### src/rtl/ring_queue_with_remove_by_id_core_assert.svh
// Assertion macros shared by the ring queue RTL.
// Each macro expects the including module to have ports named clock and reset.
`ifndef RING_QUEUE_WITH_REMOVE_BY_ID_CORE_ASSERT_SVH
`define RING_QUEUE_WITH_REMOVE_BY_ID_CORE_ASSERT_SVH

// Same-cycle implication, checked outside reset.
`define RQRID_ASSERT_NOW(label, ante, cons, msg) \
   label: assert property (@(posedge clock) disable iff (reset) (ante) |-> (cons)) \
      else $error(msg);

// Next-cycle implication, checked outside reset.
`define RQRID_ASSERT_NEXT(label, ante, cons, msg) \
   label: assert property (@(posedge clock) disable iff (reset) (ante) |=> (cons)) \
      else $error(msg);

`endif

### src/rtl/rqrid_pkg.sv
// Shared types and constants for the ring queue with remove by id.
// No dependencies; every RTL module refers to this package by scoped names.
`timescale 1ns / 1ps

package rqrid_pkg;

   localparam int CAPACITY      = 16;
   localparam int ID_BITS       = 16;
   localparam int PAYLOAD_BITS  = 32;
   localparam int KIND_BITS     = 2;
   localparam int POS_BITS      = 4;
   localparam int STATUS_BITS   = 2;
   localparam int IDX_BITS      = $clog2(CAPACITY);
   localparam int CNT_BITS      = $clog2(CAPACITY + 1);
   localparam int CMP_BITS      = (CNT_BITS > POS_BITS) ? CNT_BITS : POS_BITS;
   localparam int CMDQ_DEPTH    = 2;
   localparam int CMDQ_PTR_BITS = $clog2(CMDQ_DEPTH);
   localparam int CMDQ_OCC_BITS = $clog2(CMDQ_DEPTH + 1);

   typedef enum logic [KIND_BITS-1:0] {
      KIND_ENQUEUE = 2'd0,
      KIND_DEQUEUE = 2'd1,
      KIND_PEEK    = 2'd2,
      KIND_REMOVE  = 2'd3
   } cmd_kind_type;

   typedef enum logic [STATUS_BITS-1:0] {
      STATUS_OK        = 2'd0,
      STATUS_EMPTY     = 2'd1,
      STATUS_FULL      = 2'd2,
      STATUS_NOT_FOUND = 2'd3
   } status_type;

   typedef struct packed {
      cmd_kind_type              kind;
      logic [ID_BITS-1:0]        id;
      logic [PAYLOAD_BITS-1:0]   payload;
      logic [POS_BITS-1:0]       pos;
   } cmd_type;

endpackage

### src/rtl/rqrid_front.sv
// Front end: takes request transactions, decodes the command kind and holds
// the decoded command in one register stage. Depends on rqrid_pkg.
`timescale 1ns / 1ps

module rqrid_front (
   input  logic                              clock,
   input  logic                              reset,
   input  logic                              req_valid,
   output logic                              req_ready,
   input  logic [rqrid_pkg::KIND_BITS-1:0]   req_kind,
   input  logic [rqrid_pkg::ID_BITS-1:0]     req_entry_id,
   input  logic [rqrid_pkg::PAYLOAD_BITS-1:0] req_entry_payload,
   input  logic [rqrid_pkg::POS_BITS-1:0]    req_peek_position,
   output logic                              push_valid,
   input  logic                              push_ready,
   output rqrid_pkg::cmd_type                push_cmd
);

   logic               stage_valid_ff;
   logic               stage_valid_in;
   rqrid_pkg::cmd_type stage_cmd_ff;
   rqrid_pkg::cmd_type stage_cmd_in;
   logic               req_fire;

   assign req_ready  = !stage_valid_ff || push_ready;
   assign req_fire   = req_valid && req_ready;
   assign push_valid = stage_valid_ff;
   assign push_cmd   = stage_cmd_ff;

   always_comb begin
      stage_cmd_in.kind    = rqrid_pkg::cmd_kind_type'(req_kind);
      stage_cmd_in.id      = req_entry_id;
      stage_cmd_in.payload = req_entry_payload;
      stage_cmd_in.pos     = req_peek_position;
      if (req_fire) begin
         stage_valid_in = 1'b1;
      end else if (push_ready) begin
         stage_valid_in = 1'b0;
      end else begin
         stage_valid_in = stage_valid_ff;
      end
   end

   always_ff @(posedge clock) begin
      if (reset) begin
         stage_valid_ff <= 1'b0;
      end else begin
         stage_valid_ff <= stage_valid_in;
      end
   end

   always_ff @(posedge clock) begin
      if (req_fire) begin
         stage_cmd_ff <= stage_cmd_in;
      end
   end

endmodule

### src/rtl/rqrid_cmd_queue.sv
// Short command queue between the front end and the execution back end.
// Depends on rqrid_pkg and the shared assertion header.
`timescale 1ns / 1ps
`include "ring_queue_with_remove_by_id_core_assert.svh"

module rqrid_cmd_queue (
   input  logic               clock,
   input  logic               reset,
   input  logic               push_valid,
   output logic               push_ready,
   input  rqrid_pkg::cmd_type push_cmd,
   output logic               pop_valid,
   input  logic               pop_ready,
   output rqrid_pkg::cmd_type pop_cmd
);

   rqrid_pkg::cmd_type                      slot_ff [rqrid_pkg::CMDQ_DEPTH];
   logic [rqrid_pkg::CMDQ_PTR_BITS-1:0]     wr_ptr_ff;
   logic [rqrid_pkg::CMDQ_PTR_BITS-1:0]     wr_ptr_in;
   logic [rqrid_pkg::CMDQ_PTR_BITS-1:0]     rd_ptr_ff;
   logic [rqrid_pkg::CMDQ_PTR_BITS-1:0]     rd_ptr_in;
   logic [rqrid_pkg::CMDQ_OCC_BITS-1:0]     occ_ff;
   logic [rqrid_pkg::CMDQ_OCC_BITS-1:0]     occ_in;
   logic                                    push_fire;
   logic                                    pop_fire;

   localparam logic [rqrid_pkg::CMDQ_PTR_BITS-1:0] LAST_PTR =
      rqrid_pkg::CMDQ_PTR_BITS'(rqrid_pkg::CMDQ_DEPTH - 1);
   localparam logic [rqrid_pkg::CMDQ_OCC_BITS-1:0] FULL_OCC =
      rqrid_pkg::CMDQ_OCC_BITS'(rqrid_pkg::CMDQ_DEPTH);

   assign push_ready = (occ_ff != FULL_OCC);
   assign pop_valid  = (occ_ff != '0);
   assign pop_cmd    = slot_ff[rd_ptr_ff];
   assign push_fire  = push_valid && push_ready;
   assign pop_fire   = pop_valid && pop_ready;

   always_comb begin
      wr_ptr_in = wr_ptr_ff;
      rd_ptr_in = rd_ptr_ff;
      occ_in    = occ_ff;
      if (push_fire) begin
         wr_ptr_in = (wr_ptr_ff == LAST_PTR) ? '0 : wr_ptr_ff + 1'b1;
      end
      if (pop_fire) begin
         rd_ptr_in = (rd_ptr_ff == LAST_PTR) ? '0 : rd_ptr_ff + 1'b1;
      end
      if (push_fire && !pop_fire) begin
         occ_in = occ_ff + 1'b1;
      end else if (pop_fire && !push_fire) begin
         occ_in = occ_ff - 1'b1;
      end
   end

   always_ff @(posedge clock) begin
      if (reset) begin
         wr_ptr_ff <= '0;
         rd_ptr_ff <= '0;
         occ_ff    <= '0;
      end else begin
         wr_ptr_ff <= wr_ptr_in;
         rd_ptr_ff <= rd_ptr_in;
         occ_ff    <= occ_in;
      end
   end

   always_ff @(posedge clock) begin
      if (push_fire) begin
         slot_ff[wr_ptr_ff] <= push_cmd;
      end
   end

   `RQRID_ASSERT_NOW(a_cmdq_occ_bound, 1'b1, occ_ff <= FULL_OCC, "command queue overfilled")

endmodule

### src/rtl/rqrid_back.sv
// Back end: the row of queue cells (head at cell 0) that executes each command,
// plus the response register. Depends on rqrid_pkg and the assertion header.
`timescale 1ns / 1ps
`include "ring_queue_with_remove_by_id_core_assert.svh"

module rqrid_back (
   input  logic                                clock,
   input  logic                                reset,
   input  logic                                cmd_valid,
   output logic                                cmd_ready,
   input  rqrid_pkg::cmd_type                  cmd,
   output logic                                rsp_valid,
   input  logic                                rsp_ready,
   output logic [rqrid_pkg::STATUS_BITS-1:0]   rsp_status,
   output logic [rqrid_pkg::ID_BITS-1:0]       rsp_out_id,
   output logic [rqrid_pkg::PAYLOAD_BITS-1:0]  rsp_out_payload,
   output logic [rqrid_pkg::CNT_BITS-1:0]      rsp_entry_count,
   output logic                                rsp_queue_empty
);

   localparam logic [rqrid_pkg::CNT_BITS-1:0] FULL_COUNT =
      rqrid_pkg::CNT_BITS'(rqrid_pkg::CAPACITY);

   logic [rqrid_pkg::ID_BITS-1:0]      cell_id_ff  [rqrid_pkg::CAPACITY];
   logic [rqrid_pkg::ID_BITS-1:0]      cell_id_in  [rqrid_pkg::CAPACITY];
   logic [rqrid_pkg::PAYLOAD_BITS-1:0] cell_pay_ff [rqrid_pkg::CAPACITY];
   logic [rqrid_pkg::PAYLOAD_BITS-1:0] cell_pay_in [rqrid_pkg::CAPACITY];
   logic [rqrid_pkg::CNT_BITS-1:0]     count_ff;
   logic [rqrid_pkg::CNT_BITS-1:0]     count_in;

   logic                               rsp_valid_ff;
   logic                               rsp_valid_in;
   rqrid_pkg::status_type              rsp_status_ff;
   rqrid_pkg::status_type              rsp_status_in;
   logic [rqrid_pkg::ID_BITS-1:0]      rsp_id_ff;
   logic [rqrid_pkg::ID_BITS-1:0]      rsp_id_in;
   logic [rqrid_pkg::PAYLOAD_BITS-1:0] rsp_pay_ff;
   logic [rqrid_pkg::PAYLOAD_BITS-1:0] rsp_pay_in;
   logic [rqrid_pkg::CNT_BITS-1:0]     rsp_count_ff;

   logic [rqrid_pkg::CAPACITY-1:0]     match;
   logic [rqrid_pkg::CAPACITY-1:0]     hit;
   logic                               seen;
   logic                               full;
   logic                               found;
   logic                               cmd_fire;

   assign cmd_ready = !rsp_valid_ff || rsp_ready;
   assign cmd_fire  = cmd_valid && cmd_ready;
   assign full      = (count_ff == FULL_COUNT);
   assign found     = hit[rqrid_pkg::CAPACITY-1];

   // Each held cell compares its id; hit marks the first match and every cell
   // after it; on a remove, each of them but the last pulls from its successor.
   always_comb begin
      seen = 1'b0;
      for (int i = 0; i < rqrid_pkg::CAPACITY; i++) begin
         match[i] = (rqrid_pkg::CNT_BITS'(i) < count_ff) && (cell_id_ff[i] == cmd.id);
         seen     = seen | match[i];
         hit[i]   = seen;
      end
   end

   always_comb begin
      for (int i = 0; i < rqrid_pkg::CAPACITY; i++) begin
         cell_id_in[i]  = cell_id_ff[i];
         cell_pay_in[i] = cell_pay_ff[i];
      end
      count_in      = count_ff;
      rsp_status_in = rqrid_pkg::STATUS_OK;
      rsp_id_in     = '0;
      rsp_pay_in    = '0;
      unique case (cmd.kind)
         rqrid_pkg::KIND_ENQUEUE: begin
            if (full) begin
               rsp_status_in = rqrid_pkg::STATUS_FULL;
            end else begin
               for (int i = 0; i < rqrid_pkg::CAPACITY; i++) begin
                  if (rqrid_pkg::CNT_BITS'(i) == count_ff) begin
                     cell_id_in[i]  = cmd.id;
                     cell_pay_in[i] = cmd.payload;
                  end
               end
               count_in = count_ff + 1'b1;
            end
         end
         rqrid_pkg::KIND_DEQUEUE: begin
            if (count_ff == '0) begin
               rsp_status_in = rqrid_pkg::STATUS_EMPTY;
            end else begin
               rsp_id_in  = cell_id_ff[0];
               rsp_pay_in = cell_pay_ff[0];
               for (int i = 0; i < rqrid_pkg::CAPACITY - 1; i++) begin
                  cell_id_in[i]  = cell_id_ff[i+1];
                  cell_pay_in[i] = cell_pay_ff[i+1];
               end
               count_in = count_ff - 1'b1;
            end
         end
         rqrid_pkg::KIND_PEEK: begin
            if (rqrid_pkg::CMP_BITS'(cmd.pos) >= rqrid_pkg::CMP_BITS'(count_ff)) begin
               rsp_status_in = rqrid_pkg::STATUS_EMPTY;
            end else begin
               rsp_id_in  = cell_id_ff[rqrid_pkg::IDX_BITS'(cmd.pos)];
               rsp_pay_in = cell_pay_ff[rqrid_pkg::IDX_BITS'(cmd.pos)];
            end
         end
         rqrid_pkg::KIND_REMOVE: begin
            if (!found) begin
               rsp_status_in = rqrid_pkg::STATUS_NOT_FOUND;
            end else begin
               for (int i = 0; i < rqrid_pkg::CAPACITY - 1; i++) begin
                  if (hit[i]) begin
                     cell_id_in[i]  = cell_id_ff[i+1];
                     cell_pay_in[i] = cell_pay_ff[i+1];
                  end
               end
               count_in = count_ff - 1'b1;
            end
         end
         default: begin
         end
      endcase

      if (cmd_fire) begin
         rsp_valid_in = 1'b1;
      end else if (rsp_ready) begin
         rsp_valid_in = 1'b0;
      end else begin
         rsp_valid_in = rsp_valid_ff;
      end
   end

   always_ff @(posedge clock) begin
      if (reset) begin
         count_ff     <= '0;
         rsp_valid_ff <= 1'b0;
      end else begin
         if (cmd_fire) begin
            count_ff <= count_in;
         end
         rsp_valid_ff <= rsp_valid_in;
      end
   end

   always_ff @(posedge clock) begin
      if (cmd_fire) begin
         for (int i = 0; i < rqrid_pkg::CAPACITY; i++) begin
            cell_id_ff[i]  <= cell_id_in[i];
            cell_pay_ff[i] <= cell_pay_in[i];
         end
         rsp_status_ff <= rsp_status_in;
         rsp_id_ff     <= rsp_id_in;
         rsp_pay_ff    <= rsp_pay_in;
         rsp_count_ff  <= count_in;
      end
   end

   assign rsp_valid       = rsp_valid_ff;
   assign rsp_status      = rsp_status_ff;
   assign rsp_out_id      = rsp_id_ff;
   assign rsp_out_payload = rsp_pay_ff;
   assign rsp_entry_count = rsp_count_ff;
   assign rsp_queue_empty = (rsp_count_ff == '0);

   `RQRID_ASSERT_NOW(a_count_bound, 1'b1, count_ff <= FULL_COUNT, "entry count above capacity")
   `RQRID_ASSERT_NEXT(a_enqueue_grows, cmd_fire && (cmd.kind == rqrid_pkg::KIND_ENQUEUE) && !full, count_ff == $past(count_ff) + 1'b1, "enqueue did not add an entry")
   `RQRID_ASSERT_NEXT(a_remove_shrinks, cmd_fire && (cmd.kind == rqrid_pkg::KIND_REMOVE) && found, count_ff == $past(count_ff) - 1'b1, "remove did not drop an entry")

endmodule

### src/rtl/ring_queue_with_remove_by_id_core.sv
// Ring queue with remove by id: a 16-entry FIFO of (id, payload) entries.
// Request channel (req_*): valid/ready; each transaction carries a command
// kind (enqueue, dequeue, peek at position, remove first entry with an id),
// an id, a payload and a peek position.
// Response channel (rsp_*): valid/ready; exactly one response per request,
// in order, with status, returned id and payload (zero unless a dequeue or
// peek succeeds), the entry count after the command and an empty flag.
// A request passes through the front register and the command queue, then is
// executed into the response register, from which its response is valid.
// Throughput: one command per cycle while rsp_ready is high; every command,
// including remove by id, is executed by the back end's row of entry cells.
// Reset (synchronous, active high) empties the queue and drops any commands
// and responses in flight; entry contents are not cleared.
// When the receiver stalls, the response register holds its transaction, the
// two-entry command queue and the front register fill, and req_ready falls.
// Depends on rqrid_pkg, rqrid_front, rqrid_cmd_queue and rqrid_back.
`timescale 1ns / 1ps

module ring_queue_with_remove_by_id_core (
   input  logic                                clock,
   input  logic                                reset,
   input  logic                                req_valid,
   output logic                                req_ready,
   input  logic [rqrid_pkg::KIND_BITS-1:0]     req_kind,
   input  logic [rqrid_pkg::ID_BITS-1:0]       req_entry_id,
   input  logic [rqrid_pkg::PAYLOAD_BITS-1:0]  req_entry_payload,
   input  logic [rqrid_pkg::POS_BITS-1:0]      req_peek_position,
   output logic                                rsp_valid,
   input  logic                                rsp_ready,
   output logic [rqrid_pkg::STATUS_BITS-1:0]   rsp_status,
   output logic [rqrid_pkg::ID_BITS-1:0]       rsp_out_id,
   output logic [rqrid_pkg::PAYLOAD_BITS-1:0]  rsp_out_payload,
   output logic [rqrid_pkg::CNT_BITS-1:0]      rsp_entry_count,
   output logic                                rsp_queue_empty
);

   logic               push_valid;
   logic               push_ready;
   rqrid_pkg::cmd_type push_cmd;
   logic               pop_valid;
   logic               pop_ready;
   rqrid_pkg::cmd_type pop_cmd;

   rqrid_front u_front (
      .clock             (clock),
      .reset             (reset),
      .req_valid         (req_valid),
      .req_ready         (req_ready),
      .req_kind          (req_kind),
      .req_entry_id      (req_entry_id),
      .req_entry_payload (req_entry_payload),
      .req_peek_position (req_peek_position),
      .push_valid        (push_valid),
      .push_ready        (push_ready),
      .push_cmd          (push_cmd)
   );

   rqrid_cmd_queue u_cmd_queue (
      .clock      (clock),
      .reset      (reset),
      .push_valid (push_valid),
      .push_ready (push_ready),
      .push_cmd   (push_cmd),
      .pop_valid  (pop_valid),
      .pop_ready  (pop_ready),
      .pop_cmd    (pop_cmd)
   );

   rqrid_back u_back (
      .clock           (clock),
      .reset           (reset),
      .cmd_valid       (pop_valid),
      .cmd_ready       (pop_ready),
      .cmd             (pop_cmd),
      .rsp_valid       (rsp_valid),
      .rsp_ready       (rsp_ready),
      .rsp_status      (rsp_status),
      .rsp_out_id      (rsp_out_id),
      .rsp_out_payload (rsp_out_payload),
      .rsp_entry_count (rsp_entry_count),
      .rsp_queue_empty (rsp_queue_empty)
   );

endmodule

### config.mk
export PLATFORM = sky130hd
export DESIGN_NAME = ring_queue_with_remove_by_id_core
export DESIGN_NICKNAME = d
export VERILOG_FILES = /design/src/rtl/rqrid_pkg.sv /design/src/rtl/rqrid_front.sv /design/src/rtl/rqrid_cmd_queue.sv /design/src/rtl/rqrid_back.sv /design/src/rtl/ring_queue_with_remove_by_id_core.sv
export VERILOG_INCLUDE_DIRS = /design/src /design/src/rtl
export SDC_FILE = /design/constraint.sdc
export NUM_CORES = 2
export LEC_CHECK = 0
export ABC_AREA = 1
export CORE_ASPECT_RATIO = 1.4
export CORE_MARGIN = 10
export CORE_UTILIZATION = 35
export CTS_CLUSTER_DIAMETER = 200
export CTS_CLUSTER_SIZE = 12
export DETAILED_ROUTE_END_ITERATION = 8
export DONT_BUFFER_PORTS = 1
export PLACE_DENSITY = 0.54
export SYNTH_ARGS = -nofsm -noshare
export SYNTH_HDL_FRONTEND = slang
export SYNTH_HIERARCHICAL = 1
export SYNTH_SLANG_ARGS = --single-unit
### constraint.sdc
create_clock -name clock -period 4.9 [get_ports clock]
set_input_delay 0.98 -clock clock [delete_from_list [all_inputs] [get_ports clock]]
set_output_delay 0.98 -clock clock [all_outputs]
set_load 0.02 [all_outputs]
==> flow_summary.ini <==
[clock_tree]
clk_latency_ns = 0.74
path_clk_slew_ns = 0.07
cts_tree = built
cts_buffers = 93
cts_root_buffer = clkbuf_16
cts_sinks = 997
cts_setup_buffers = 0
h-tree-depth = 3
hold_buffers = 0
ctsResizeCount = 0
clk_path_buf_depth = 3

[floorplan]
ioPinCount = 116
dieArea_um2 = 157000
initial_utilization_pct = 35.1
rows = 163
core_um2 = 141000
die_y_um = 465
die_x_um = 338

[critical_path]
start_kind = register
end_kind = register
critPathRequiredTime_ns = 5.27
crit_path_max_fanout = 48
cp.arrival_ns = 4.86
worstSetupPathType = reg2reg

[sta]
worst_slack_ns = 0.413
finClkSkew_ns = 0.0528
setup_viol = 0
timing.final.crit_period_ns = 4.49
fin_crit_sh_pct = 91.6
grt_setup_unrepaired = false
hold_violations = 0
holdWs_ns = 0.321
clock.fmax_mhz = 223
drv_slew = 0
relSlewSlack_pct = 21.5
tns_ns = 0
max_slew.worst_pin.slew_ns = 1.18

[yosys]
synth-seq-cells = 997
synth_area_per_cell_um2 = 9.80
synthAdderAreaFrac_pct = 0.380
synth-seq-area-share_pct = 60.4
synth-compound-area-share_pct = 17.3
synthCells = 5042
synth_top_family_by_area = compound AO/OA/AOI/OAI gates
synth_cell_types = 47
yosys.area_share.xor_xnor_pct = 1.83
synthMuxAreaShare_pct = 1.61
syn_area_um2 = 49400
synth_nets = 5115
yosysWarnings = 6
synth_simple_gate_area_share_pct = 11.3

[drt]
drc = 0
first_iter_violations = 4094
vias = 37432
drtAntennaViolNets = 0
dr.pass1.iters = 5
wl_per_cell_um = 25.0
drt-total-wl_mm = 167
via_per_inst = 5.58

[final_layout]
final-seq-area_um2 = 29800
final_common_cell = o21ai_0
layout_common_cells = 1,150 x o21ai_0, 985 x edfxtp_1, 638 x nand2_1
multiInputGateArea_um2 = 16200
drive_gt1_share_pct = 7.00
area_delta_synth_final_pct = 9.63
final_core_util_pct = 38.5
fin_nets = 4935
fillerInstances = 13873

[global_routing]
use_met3_pct = 3.45
gr-usage-met2_pct = 33.4
antenna_found_initial = 34
grt_busiest_layer = met2
grt_pass1_vias = 35672
met1_usage_pct = 27.6
grt_pass1_wl_mm = 246
gr-total-overflow = 0
track_usage_pct = 20.8
grt_max_degree = 191

[job]
max_cap_violations = 0

[status]
outcome = complete, no violations

[placed_design]
dp.final_hpwl_mm = 112
pre_cts_ws_ns = 0.488
io_buffers = 0
place_congestion = 0.980

[power_and_ir_drop]
power_density_nw_per_um2 = 686
vdd_drop_max_uv = 540
total_leakage_power_nw = 20.1
power_w = 0.0371

[worst_hold_path]
hp-class = in2reg
cell usage after synthesis (all sizes together):
cell     number  area, µm²
o311ai        1       8.76
or3           1       6.26
o221ai        4       35.0
o22ai        44        275
xnor2        52        455
mux2         54        796
xor2         51        447
o21a          1       7.51
o211ai        6       45.0
buf          89        524
o2111a        1       11.3
nor3b         1       7.51
nand3       432       2170
nor2        149        609
o21ai      1152       5770
a2111oi       1       8.76
a221oi        1       8.76
a21oi       466       2340
clkinv        2       7.51
edfxtp      985      29600
a21boi        1       7.51
a211oi        1       7.51
or2           1       6.26
nor4          1       6.26
a31oi         1       6.26
clkbuf      306       1150
nand2       643       2440
dfxtp        12        240
ha           15        188
nand4        31        206
inv         515       1940
nor3         22        110
worst max-delay path, stage by stage, from the launching register on:
cell and delay, ns:
dfxtp_4 0.56, buf_4 0.21, mux2_2 0.47, inv_2 0.34, nand2_1 0.09, nand2_1 0.07
nor2_1 0.04, nand2_1 0.08, nor2_1 0.05, nand3_1 0.14, nand2_2 0.10, nor2_4 0.12
nand4_2 0.14, nor2_4 0.15, nand4_2 0.16, nor2_4 0.20, nand3_2 0.21, nand2_4 0.47
nor2_4 0.06, buf_4 0.34
kinds of logic after synthesis:
family,after synthesis
AO/OA/AOI/OAI,1680
XOR/XNOR,103
AND/OR/NAND/NOR,1281
adder cells (fa/ha/maj),15
buffers and inverters,912
multiplexers,54
flip-flops,997
flip-flops by register name, summed over array words and instances, names as in the netlist, 2 cells and up, named ones only:
register and cells:
u_back/cell_pay_ff 512, u_back/cell_id_ff 256, u_cmd_queue/slot_ff 108, u_front/push_cmd 54, u_back/rsp_out_payload 32, u_back/rsp_out_id 16, u_back/count_ff 5, u_back/rsp_entry_count 5
u_back/rsp_status 2, u_cmd_queue/occ_ff 2
per-layer routing:
metal,vias to the layer above,part of all wire [%]
li1,17301,-
met1,18085,42
met2,1623,47
met3,375,7.0
met4,48,4.2
met5,-,0.19
metrics by stage:
stage | area [µm²] | instances
floorplan | 49400 | 5042
global placement | 51600 | 6582
detailed placement | 51600 | 6582
CTS | 54100 | 6698
global route | 54200 | 6701
finish | 54200 | 6705
cell type report:
cell class	instances	share of cell area, %
flip-flops and latches	997	55.1
clock buffers	108	4.40
diodes	7	0.0323
inverters	517	3.62
well taps	1815	4.19
clock inverters	8	0.333
multi-input cells	3133	29.9
repair buffers	120	2.47
worst paths after layout:
path	startpoint	to	slack, ns	cells after the start
worst max-delay path	register	u_back/cell_pay_ff[12][4]$_DFFE_PP_	0.41	19
worst min-delay path	reset	u_front/push_valid$_SDFFE_PP0P_	0.32	1
worst max register to register	register	u_back/cell_pay_ff[12][4]$_DFFE_PP_	0.41	19
worst min register to register	u_front/push_cmd[11]$_DFFE_PP_	u_cmd_queue/slot_ff[0][11]$_DFFE_PP_	0.43	0
where the power goes:
group	switching (W)	internal, W	leakage (nW)
logic	0.0111	0.00412	9.60
registers	0.00168	0.0135	9.23
clock network	0.00326	0.00344	1.24
Power figures use the tool's default switching activity.
